[config.mk]
export PLATFORM = sky130hd
export DESIGN_NAME = altitude_kalman_filter
export DESIGN_NICKNAME = d
export VERILOG_FILES = /design/src/hw/rtl/akf_pkg.sv /design/src/hw/rtl/altitude_kalman_filter.sv /design/src/hw/rtl/akf_muldiv.sv
export SDC_FILE = /design/constraint.sdc
export NUM_CORES = 2
export LEC_CHECK = 0
export BUFFER_PORTS_ARGS = -buffer_cell sky130_fd_sc_hd__buf_2
export CAP_MARGIN = 10
export CORE_ASPECT_RATIO = 0.9
export CORE_MARGIN = 8
export CORE_UTILIZATION = 34
export CTS_BUF_LIST = sky130_fd_sc_hd__clkbuf_4
export DETAILED_ROUTE_END_ITERATION = 8
export SETUP_SLACK_MARGIN = 0.2
export SYNTH_ARGS = -nofsm -noshare
export SYNTH_HDL_FRONTEND = slang
export SYNTH_SLANG_ARGS = --single-unit
[constraint.sdc]
create_clock -name aclk -period 13.92 [get_ports aclk]
set_input_delay 2.088 -clock aclk [delete_from_list [all_inputs] [get_ports aclk]]
set_output_delay 2.088 -clock aclk [all_outputs]
set_load 0.02 [all_outputs]
[src/hw/rtl/akf_pkg.sv]
// shared types, constants and helpers for the altitude kalman filter
package akf_pkg;

    // configuration register indexes
    localparam int unsigned CFG_ADDR_W = 1;
    localparam int unsigned CFG_DATA_W = 20;
    localparam logic [CFG_ADDR_W-1:0] CFG_ACCEL_VAR  = 1'd0;
    localparam logic [CFG_ADDR_W-1:0] CFG_MEAS_NOISE = 1'd1;

    // configuration reset values
    localparam logic [15:0] ACCEL_VAR_RESET  = 16'd50;
    localparam logic [19:0] MEAS_NOISE_RESET = 20'd900;

    // covariance diagonal after reset, 1000 cm^2 in q32.16
    localparam logic signed [47:0] COV_DIAG_RESET = 48'sd65536000;

    // saturation bounds
    localparam logic signed [47:0] SAT_MAX = 48'sh7FFF_FFFF_FFFF;
    localparam logic signed [47:0] SAT_MIN = 48'sh8000_0000_0000;

    // scaling modes of the multiply-divide unit
    localparam logic [2:0] MD_SH4  = 3'd0;
    localparam logic [2:0] MD_SH6  = 3'd1;
    localparam logic [2:0] MD_SH20 = 3'd2;
    localparam logic [2:0] MD_SH21 = 3'd3;
    localparam logic [2:0] MD_DIV  = 3'd4;

    typedef struct packed {
        logic signed [31:0] vertical_accel;
        logic signed [23:0] measured_altitude;
        logic        [23:0] step_time;
    } in_item_t;

    typedef struct packed {
        logic signed [47:0] altitude_estimate;
        logic signed [47:0] velocity_estimate;
    } out_item_t;

    // one request to the multiply-divide unit
    typedef struct packed {
        logic signed [48:0] op_a;
        logic signed [48:0] op_b;
        logic        [48:0] divisor;
        logic        [2:0]  mode;
    } md_req_t;

    // sign extend a 48 bit value to 51 bits
    function automatic logic signed [50:0] ext51(input logic signed [47:0] x);
        return $signed({{3{x[47]}}, x});
    endfunction

    // clamp a 51 bit sum to the 48 bit signed range
    function automatic logic signed [47:0] sat48(input logic signed [50:0] x);
        logic signed [47:0] r;
        if ((x[50:47] == 4'b0000) || (x[50:47] == 4'b1111)) begin
            r = x[47:0];
        end else if (x[50]) begin
            r = SAT_MIN;
        end else begin
            r = SAT_MAX;
        end
        return r;
    endfunction

endpackage

[src/hw/rtl/altitude_kalman_filter.sv]
// top level of the two-state altitude and velocity kalman filter
// all arithmetic runs one step at a time through one shared bit-serial
// multiply-divide unit: every step multiplies, and each gain term then divides;
// the correction is skipped when the innovation variance is not positive
// one item at a time, though a new input is taken while a result waits
// reset: synchronous active low, clears state, restores config and covariance
module altitude_kalman_filter import akf_pkg::*; (
    input  logic                  aclk,
    input  logic                  aresetn,
    input  logic                  cfg_wr_en,
    input  logic [CFG_ADDR_W-1:0] cfg_addr,
    input  logic [CFG_DATA_W-1:0] cfg_wdata,
    input  logic                  s_valid,
    output logic                  s_ready,
    input  in_item_t              s_data,
    output logic                  m_valid,
    input  logic                  m_ready,
    output out_item_t             m_data
);

    localparam logic [2:0] ST_IDLE  = 3'd0;
    localparam logic [2:0] ST_ISSUE = 3'd1;
    localparam logic [2:0] ST_WAIT  = 3'd2;
    localparam logic [2:0] ST_CHECK = 3'd3;
    localparam logic [2:0] ST_OUT   = 3'd4;

    // sequencer steps
    localparam logic [3:0] OP_DT2    = 4'd0;
    localparam logic [3:0] OP_DT4    = 4'd1;
    localparam logic [3:0] OP_ALT_V  = 4'd2;
    localparam logic [3:0] OP_ALT_A  = 4'd3;
    localparam logic [3:0] OP_VEL_A  = 4'd4;
    localparam logic [3:0] OP_QA     = 4'd5;
    localparam logic [3:0] OP_QV     = 4'd6;
    localparam logic [3:0] OP_P00_X  = 4'd7;
    localparam logic [3:0] OP_P00_D  = 4'd8;
    localparam logic [3:0] OP_PX_DT  = 4'd9;
    localparam logic [3:0] OP_C_ALT  = 4'd10;
    localparam logic [3:0] OP_C_VEL  = 4'd11;
    localparam logic [3:0] OP_C_P11  = 4'd12;
    localparam logic [3:0] OP_C_P01  = 4'd13;
    localparam logic [3:0] OP_C_P10  = 4'd14;
    localparam logic [3:0] OP_C_P00  = 4'd15;

    logic [2:0] state_reg;
    logic [3:0] step_reg;

    logic [15:0] var_reg;
    logic [19:0] r_reg;

    logic signed [31:0] acc_in_reg;
    logic signed [23:0] z_reg;
    logic        [23:0] dt_reg;

    logic signed [47:0] alt_reg, vel_reg, p00_reg, p01_reg, p10_reg, p11_reg;
    logic signed [47:0] dt2_reg, dt4_reg, qa_reg, qv_reg;
    logic signed [50:0] sum_reg;
    logic signed [48:0] y_reg;
    logic        [48:0] s_div_reg;

    logic               m_valid_reg;
    out_item_t          m_data_reg;

    md_req_t            md_req;
    logic               md_start;
    logic               md_done;
    logic signed [47:0] md_res;
    logic signed [50:0] res51;
    logic signed [50:0] s_sum;
    logic               s_pos;

    assign res51 = ext51(md_res);
    assign s_sum = ext51(p00_reg) + $signed({15'd0, r_reg, 16'd0});
    assign s_pos = !s_sum[50] && (s_sum != '0);

    // operand selection per step
    always_comb begin
        md_req.divisor = s_div_reg;
        md_req.mode    = MD_SH20;
        md_req.op_a    = {dt2_reg[47], dt2_reg};
        md_req.op_b    = {dt2_reg[47], dt2_reg};
        case (step_reg)
            OP_DT2: begin
                md_req.op_a = {25'd0, dt_reg};
                md_req.op_b = {25'd0, dt_reg};
            end
            OP_DT4: begin
                md_req.op_a = {dt2_reg[47], dt2_reg};
                md_req.op_b = {dt2_reg[47], dt2_reg};
            end
            OP_ALT_V: begin
                md_req.op_a = {vel_reg[47], vel_reg};
                md_req.op_b = {25'd0, dt_reg};
            end
            OP_ALT_A: begin
                md_req.op_a = {{17{acc_in_reg[31]}}, acc_in_reg};
                md_req.op_b = {dt2_reg[47], dt2_reg};
                md_req.mode = MD_SH21;
            end
            OP_VEL_A: begin
                md_req.op_a = {{17{acc_in_reg[31]}}, acc_in_reg};
                md_req.op_b = {25'd0, dt_reg};
            end
            OP_QA: begin
                md_req.op_a = {33'd0, var_reg};
                md_req.op_b = {dt4_reg[47], dt4_reg};
                md_req.mode = MD_SH6;
            end
            OP_QV: begin
                md_req.op_a = {33'd0, var_reg};
                md_req.op_b = {dt2_reg[47], dt2_reg};
                md_req.mode = MD_SH4;
            end
            OP_P00_X: begin
                md_req.op_a = {p01_reg[47], p01_reg} + {p10_reg[47], p10_reg};
                md_req.op_b = {25'd0, dt_reg};
            end
            OP_P00_D: begin
                md_req.op_a = {p11_reg[47], p11_reg};
                md_req.op_b = {dt2_reg[47], dt2_reg};
            end
            OP_PX_DT: begin
                md_req.op_a = {p11_reg[47], p11_reg};
                md_req.op_b = {25'd0, dt_reg};
            end
            OP_C_ALT: begin
                md_req.op_a = {p00_reg[47], p00_reg};
                md_req.op_b = y_reg;
                md_req.mode = MD_DIV;
            end
            OP_C_VEL: begin
                md_req.op_a = {p10_reg[47], p10_reg};
                md_req.op_b = y_reg;
                md_req.mode = MD_DIV;
            end
            OP_C_P11: begin
                md_req.op_a = {p10_reg[47], p10_reg};
                md_req.op_b = {p01_reg[47], p01_reg};
                md_req.mode = MD_DIV;
            end
            OP_C_P01: begin
                md_req.op_a = {p00_reg[47], p00_reg};
                md_req.op_b = {p01_reg[47], p01_reg};
                md_req.mode = MD_DIV;
            end
            OP_C_P10: begin
                md_req.op_a = {p10_reg[47], p10_reg};
                md_req.op_b = {p00_reg[47], p00_reg};
                md_req.mode = MD_DIV;
            end
            OP_C_P00: begin
                md_req.op_a = {p00_reg[47], p00_reg};
                md_req.op_b = {p00_reg[47], p00_reg};
                md_req.mode = MD_DIV;
            end
            default: begin
                md_req.mode = MD_SH20;
            end
        endcase
    end

    assign md_start = (state_reg == ST_ISSUE);

    akf_muldiv u_muldiv (
        .aclk    (aclk),
        .aresetn (aresetn),
        .start   (md_start),
        .req     (md_req),
        .done    (md_done),
        .result  (md_res)
    );

    // sequencer and filter state
    always_ff @(posedge aclk) begin
        if (!aresetn) begin
            state_reg   <= ST_IDLE;
            step_reg    <= OP_DT2;
            var_reg     <= ACCEL_VAR_RESET;
            r_reg       <= MEAS_NOISE_RESET;
            alt_reg     <= '0;
            vel_reg     <= '0;
            p00_reg     <= COV_DIAG_RESET;
            p01_reg     <= '0;
            p10_reg     <= '0;
            p11_reg     <= COV_DIAG_RESET;
            m_valid_reg <= 1'b0;
        end else begin
            // configuration writes
            if (cfg_wr_en) begin
                case (cfg_addr)
                    CFG_ACCEL_VAR:  var_reg <= cfg_wdata[15:0];
                    CFG_MEAS_NOISE: r_reg   <= cfg_wdata;
                    default:        r_reg   <= r_reg;
                endcase
            end

            // result transfer
            if (m_valid_reg && m_ready && (state_reg != ST_OUT)) begin
                m_valid_reg <= 1'b0;
            end

            case (state_reg)
                ST_IDLE: begin
                    if (s_valid) begin
                        acc_in_reg <= s_data.vertical_accel;
                        z_reg      <= s_data.measured_altitude;
                        dt_reg     <= s_data.step_time;
                        step_reg   <= OP_DT2;
                        state_reg  <= ST_ISSUE;
                    end
                end
                ST_ISSUE: begin
                    state_reg <= ST_WAIT;
                end
                ST_WAIT: begin
                    if (md_done) begin
                        step_reg  <= step_reg + 4'd1;
                        state_reg <= (step_reg == OP_PX_DT) ? ST_CHECK :
                                     (step_reg == OP_C_P00) ? ST_OUT : ST_ISSUE;
                        case (step_reg)
                            OP_DT2:   dt2_reg <= md_res;
                            OP_DT4:   dt4_reg <= md_res;
                            OP_ALT_V: sum_reg <= ext51(alt_reg) + res51;
                            OP_ALT_A: alt_reg <= sat48(sum_reg + res51);
                            OP_VEL_A: vel_reg <= sat48(ext51(vel_reg) + res51);
                            OP_QA:    qa_reg  <= md_res;
                            OP_QV:    qv_reg  <= md_res;
                            OP_P00_X: sum_reg <= ext51(p00_reg) + res51;
                            OP_P00_D: p00_reg <= sat48(sum_reg + res51 + ext51(qa_reg));
                            OP_PX_DT: begin
                                p01_reg   <= sat48(ext51(p01_reg) + res51);
                                p10_reg   <= sat48(ext51(p10_reg) + res51);
                                p11_reg   <= sat48(ext51(p11_reg) + ext51(qv_reg));
                            end
                            OP_C_ALT: alt_reg <= sat48(ext51(alt_reg) + res51);
                            OP_C_VEL: vel_reg <= sat48(ext51(vel_reg) + res51);
                            OP_C_P11: p11_reg <= sat48(ext51(p11_reg) - res51);
                            OP_C_P01: p01_reg <= sat48(ext51(p01_reg) - res51);
                            OP_C_P10: p10_reg <= sat48(ext51(p10_reg) - res51);
                            OP_C_P00: begin
                                p00_reg   <= sat48(ext51(p00_reg) - res51);
                            end
                            default: ;
                        endcase
                    end
                end
                ST_CHECK: begin
                    // innovation and its variance; skip correction if not positive
                    s_div_reg <= s_sum[48:0];
                    y_reg     <= $signed({{9{z_reg[23]}}, z_reg, 16'd0})
                                 - {alt_reg[47], alt_reg};
                    state_reg <= s_pos ? ST_ISSUE : ST_OUT;
                end
                ST_OUT: begin
                    if (!m_valid_reg || m_ready) begin
                        m_valid_reg <= 1'b1;
                        m_data_reg.altitude_estimate <= alt_reg;
                        m_data_reg.velocity_estimate <= vel_reg;
                        state_reg <= ST_IDLE;
                    end
                end
                default: begin
                    state_reg <= ST_IDLE;
                end
            endcase
        end
    end

    assign s_ready = (state_reg == ST_IDLE);
    assign m_valid = m_valid_reg;
    assign m_data  = m_data_reg;

endmodule

[src/hw/rtl/akf_muldiv.sv]
// bit-serial round(a*b/d) unit with 48 bit saturation
module akf_muldiv import akf_pkg::*; (
    input  logic               aclk,
    input  logic               aresetn,
    input  logic               start,
    input  md_req_t            req,
    output logic               done,
    output logic signed [47:0] result
);

    localparam logic [2:0] ST_IDLE = 3'd0;
    localparam logic [2:0] ST_MUL  = 3'd1;
    localparam logic [2:0] ST_SHF  = 3'd2;
    localparam logic [2:0] ST_DIV  = 3'd3;
    localparam logic [2:0] ST_FIN  = 3'd4;

    localparam logic [6:0] MUL_LAST = 7'd48;
    localparam logic [6:0] DIV_LAST = 7'd97;

    logic [2:0]  state_reg;
    logic [6:0]  cnt_reg;
    logic [48:0] ma_reg, mb_reg, hi_reg, lo_reg, d_reg, rem_reg;
    logic [47:0] q_reg;
    logic [2:0]  mode_reg;
    logic        neg_reg, ovf_reg, rnd_reg, done_reg;
    logic signed [47:0] res_reg;

    logic [49:0] add_sum;
    logic [49:0] rem_sh;
    logic        rem_ge;
    logic [97:0] prod;
    logic [97:0] shifted;
    logic        shf_rnd;
    logic        fin_rnd;
    logic [48:0] q_rnd;
    logic [48:0] limit;
    logic [48:0] mag;

    assign prod = {hi_reg, lo_reg};

    // one shift-add step of the multiply
    assign add_sum = {1'b0, hi_reg} + (mb_reg[0] ? {1'b0, ma_reg} : 50'd0);

    // one restoring step of the divide
    assign rem_sh = {rem_reg, hi_reg[48]};
    assign rem_ge = rem_sh >= {1'b0, d_reg};

    // power of two scaling
    always_comb begin
        case (mode_reg)
            MD_SH4: begin
                shifted = prod >> 4;
                shf_rnd = prod[3];
            end
            MD_SH6: begin
                shifted = prod >> 6;
                shf_rnd = prod[5];
            end
            MD_SH20: begin
                shifted = prod >> 20;
                shf_rnd = prod[19];
            end
            MD_SH21: begin
                shifted = prod >> 21;
                shf_rnd = prod[20];
            end
            default: begin
                shifted = prod;
                shf_rnd = 1'b0;
            end
        endcase
    end

    // rounding and saturation
    always_comb begin
        fin_rnd = (mode_reg == MD_DIV) ? ({rem_reg, 1'b0} >= {1'b0, d_reg}) : rnd_reg;
        q_rnd   = {1'b0, q_reg} + {48'd0, fin_rnd};
        limit   = neg_reg ? 49'h0_8000_0000_0000 : 49'h0_7FFF_FFFF_FFFF;
        mag     = (ovf_reg || (q_rnd > limit)) ? limit : q_rnd;
    end

    // control
    always_ff @(posedge aclk) begin
        if (!aresetn) begin
            state_reg <= ST_IDLE;
            done_reg  <= 1'b0;
        end else begin
            done_reg <= (state_reg == ST_FIN);
            case (state_reg)
                ST_IDLE: begin
                    if (start) begin
                        state_reg <= ST_MUL;
                    end
                end
                ST_MUL: begin
                    if (cnt_reg == MUL_LAST) begin
                        state_reg <= (mode_reg == MD_DIV) ? ST_DIV : ST_SHF;
                    end
                end
                ST_SHF: begin
                    state_reg <= ST_FIN;
                end
                ST_DIV: begin
                    if (cnt_reg == DIV_LAST) begin
                        state_reg <= ST_FIN;
                    end
                end
                ST_FIN: begin
                    state_reg <= ST_IDLE;
                end
                default: begin
                    state_reg <= ST_IDLE;
                end
            endcase
        end
    end

    // datapath
    always_ff @(posedge aclk) begin
        case (state_reg)
            ST_IDLE: begin
                neg_reg  <= req.op_a[48] ^ req.op_b[48];
                ma_reg   <= req.op_a[48] ? 49'(-req.op_a) : req.op_a;
                mb_reg   <= req.op_b[48] ? 49'(-req.op_b) : req.op_b;
                d_reg    <= req.divisor;
                mode_reg <= req.mode;
                hi_reg   <= '0;
                lo_reg   <= '0;
                cnt_reg  <= '0;
            end
            ST_MUL: begin
                hi_reg  <= add_sum[49:1];
                lo_reg  <= {add_sum[0], lo_reg[48:1]};
                mb_reg  <= {1'b0, mb_reg[48:1]};
                cnt_reg <= (cnt_reg == MUL_LAST) ? 7'd0 : cnt_reg + 7'd1;
                rem_reg <= '0;
                q_reg   <= '0;
                ovf_reg <= 1'b0;
            end
            ST_SHF: begin
                q_reg   <= shifted[47:0];
                ovf_reg <= |shifted[97:48];
                rnd_reg <= shf_rnd;
            end
            ST_DIV: begin
                {hi_reg, lo_reg} <= {hi_reg[47:0], lo_reg, 1'b0};
                rem_reg <= rem_ge ? 49'(rem_sh - {1'b0, d_reg}) : rem_sh[48:0];
                q_reg   <= {q_reg[46:0], rem_ge};
                ovf_reg <= ovf_reg | q_reg[47];
                cnt_reg <= cnt_reg + 7'd1;
            end
            ST_FIN: begin
                res_reg <= neg_reg ? 48'(-mag) : mag[47:0];
            end
            default: begin
                cnt_reg <= '0;
            end
        endcase
    end

    assign done   = done_reg;
    assign result = res_reg;

endmodule

==> impl_metrics.env <==
export IMPL_root_buffer="clkbuf_4"
export IMPL_avgSynthCellArea_um2=8.653
export IMPL_r2r_cells=37
export IMPL_regToRegEndpoint="u_muldiv.result[44]"
export IMPL_fp_dieH_um=532.4
export IMPL_dr_pass1_iters=7
export IMPL_cp_startpoint="u_muldiv.rem_reg[27]"
export IMPL_viasPerCell=6.012
export IMPL_io_pins=204
export IMPL_period_needed_ps=11570
export IMPL_clock_latency_ps=1340
export IMPL_cts_resized=0
export IMPL_hold_viol_final=0
export IMPL_grt_use_total_pct=25.75
export IMPL_die_area_mm2=0.3139
export IMPL_antenna_found_initial=67
export IMPL_worst_path_most_repeated_cell="ha_1"
export IMPL_yosysWarnings=0
export IMPL_synth_cells=11640
export IMPL_synth_top_family_by_area="compound AO/OA/AOI/OAI gates"
export IMPL_synth_compound_area_share_pct=26.02
export IMPL_start_util_pct=34.18
export IMPL_synth_edff_count=918
export IMPL_largest_reg_flops=96
export IMPL_drt_wl_total_um=428600
export IMPL_vias=96440
export IMPL_grt_max_degree=82
export IMPL_slew_violations=0
export IMPL_first_iter_violations=12390
export IMPL_grt_setup_unrepaired="no"
export IMPL_grt_ovfl_total=0
export IMPL_netlist_area_mm2=0.1007
export IMPL_layout_drive_gt1_share_pct=10.07
export IMPL_nets=12760
export IMPL_hp_class="reg -> reg"
export IMPL_critPathMaxStageDelay_ps=820
export IMPL_slew_headroom_pct=16.10
export IMPL_grt_pass1_wl_um=610400
export IMPL_cts_tree="done"
export IMPL_cts_sinks=1254
export IMPL_ant_nets=0
export IMPL_tightest_slew_ps=1258
export IMPL_die_w_um=589.7
export IMPL_synth_mux_area_share_pct=2.354
export IMPL_reg2reg_from="u_muldiv.rem_reg[27]"
export IMPL_ys_seq_elements=1254
export IMPL_core_mm2=0.2947
export IMPL_synth_main_ff_cell="edfxtp_1"
export IMPL_whs_ps=375.0
export IMPL_endpoint="u_muldiv.result[44]"
export IMPL_cap_violations=0
export IMPL_synth_fp_nets=12600
export IMPL_clk_pin_slew_worst_paths_ps=70
export IMPL_tns_ps=0
export IMPL_crit_path_start_kind="flip-flop"
export IMPL_cts_buffers=360
export IMPL_synth_xor_area_share_pct=7.278
export IMPL_critPathKind="reg -> reg"
export IMPL_grt_pass1_vias=88780
export IMPL_r2r_slack_ps=2350
export IMPL_io_buffers=203
export IMPL_num_rows=189
export IMPL_fillers=30450
export IMPL_post_drt_wl_per_cell_um=26.72
export IMPL_setup_viol=0
export IMPL_place_congestion=1.003
export IMPL_arrival_ps=12750
export IMPL_htree_levels=5
export IMPL_ys_seq_area_share_pct=34.05
export IMPL_path_max_fanout=38
export IMPL_ctsHoldBuffers=0
export IMPL_final_setup_skew_ps=159.4
export IMPL_drcViolationCount=0
export IMPL_fmax_ghz=0.08641
export IMPL_cts_setup_buffers=0
export IMPL_multi_input_area_mm2=0.06258
export IMPL_slowest_stage="nor2_1"
export IMPL_status="finished, final reports clean"
export IMPL_cp_required_ps=15090
export IMPL_post_route_period_util_pct=83.14
export IMPL_area_growth_syn_to_layout_pct=10.25
export IMPL_leakagePower_nw=44.42
export IMPL_regArea_mm2=0.03430
export IMPL_cts_buffer_depth=4
export IMPL_yosys_area_share_adder_pct=11.16
export IMPL_async_flop_share_pct=0
export IMPL_crit_path_end_kind="flip-flop"
export IMPL_peakVddDrop_mv=0.06327
export IMPL_ys_types=107
export IMPL_dpl_hpwl_um=333400
export IMPL_synth_simple_gate_area_share_pct=14.95
export IMPL_power_density_mw_per_mm2=89.49
cell type report:
| cell class | count | area share, % |
|---|---|---|
| Antenna cell | 38 | 0.08563 |
| Clock buffer | 538 | 3.637 |
| Inverter | 498 | 1.686 |
| Clock inverter | 114 | 0.6208 |
| Tap cell | 3915 | 4.411 |
| Timing Repair Buffer | 409 | 2.321 |
| Sequential cell | 1254 | 30.89 |
| Multi-Input combinational cell | 9275 | 56.35 |
Yosys cell counts, types with 141 or more instances:
| cell | number | share of area (%) |
|---|---|---|
| a31oi_1 | 144 | 0.89 |
| nor3_1 | 199 | 0.99 |
| inv_1 | 492 | 1.8 |
| a21o_1 | 399 | 3.0 |
| o21bai_1 | 165 | 1.2 |
| nand2_1 | 983 | 3.7 |
| dfxtp_1 | 336 | 6.7 |
| xor2_1 | 263 | 2.3 |
| edfxtp_1 | 918 | 27 |
| o21ai_0 | 903 | 4.5 |
| nor2_1 | 902 | 3.4 |
| mux2i_1 | 148 | 1.5 |
| clkbuf_1 | 515 | 1.9 |
| xnor2_1 | 574 | 5.0 |
| ha_1 | 838 | 10 |
| nand3_1 | 252 | 1.3 |
| nand4_1 | 141 | 0.88 |
| a21oi_1 | 1367 | 6.8 |
worst min-delay path by stage:
stage | from | endpoint | slack (ps) | cells after the start
2_1_floorplan | s_div_reg[0] | u_muldiv.d_reg[0] | 400 | 0
3_3_place_gp | s_div_reg[19] | u_muldiv.d_reg[19] | 400 | 0
3_5_place_dp | s_div_reg[20] | u_muldiv.d_reg[20] | 400 | 0
4_1_cts | s_div_reg[47] | u_muldiv.d_reg[47] | 370 | 0
5_1_grt | s_div_reg[47] | u_muldiv.d_reg[47] | 390 | 0
6_report | s_div_reg[47] | u_muldiv.d_reg[47] | 380 | 0
routing by layer:
metal / vias to the layer above / global-route usage (%) / wire length, µm
li1: 43910 / - / -
met3: 886 / 7.027 / 52090
met2: 5165 / 36.97 / 173100
met5: - / 0 / 137
met1: 46460 / 36.14 / 183500
met4: 20 / 10.79 / 19830
through the flow:
stage               setup slack [ps]  instance area [µm²]  power, mW  cells  utilization (%)
global route                    1827               111000      10.37  16010            37.66
CTS                             2520               111000      9.980  16000            37.66
global placement                2648               106200      6.231  15350            36.05
detailed placement              2591               106200      6.232  15350            36.05
floorplan                       4690               100700      5.686  11640                -
finish                          2347               111000      9.938  16040            37.69
power breakdown:
group          total (mW)  switching, mW  internal (mW)
Combinational        1.75           1.13          0.620
Clock                3.74           1.82           1.92
Sequential           4.45          0.212           4.24
Total                9.94           3.16           6.78
cells in the final DEF, fill, tap and decap left out, types with 114 or more instances in the layout:
cell,count
a21o_1,398
a21oi_1,1364
a31oi_1,141
and2_1,114
buf_2,202
buf_4,206
clkbuf_4,538
dfxtp_1,333
edfxtp_1,918
ha_1,836
inv_1,489
mux2i_1,147
nand2_1,980
nand2b_1,116
nand3_1,252
nand4_1,141
nor2_1,885
nor3_1,192
o21ai_0,902
o21bai_1,165
o31ai_1,134
xnor2_1,573
xor2_1,263
critical path, delay by kind of cell (launching register included):
kind / cells / cell delay, ps
buffers and inverters: 4 / 850
multiplexers: 1 / 260
flip-flops: 1 / 420
adder cells (fa/ha/maj): 5 / 1580
XOR/XNOR: 1 / 330
AO/OA/AOI/OAI: 6 / 1330
AND/OR/NAND/NOR: 20 / 6640
cells by family (layout without fill, tap and decap cells):
logic type	Yosys count	in the layout
flip-flops	1254	1254
AND/OR/NAND/NOR	3200	3200
XOR/XNOR	837	837
AO/OA/AOI/OAI	4142	4142
buffers and inverters	1111	1559
adder cells (fa/ha/maj)	897	897
multiplexers	199	199
other	0	38
Note: power is estimated with default switching activity, not from simulation.
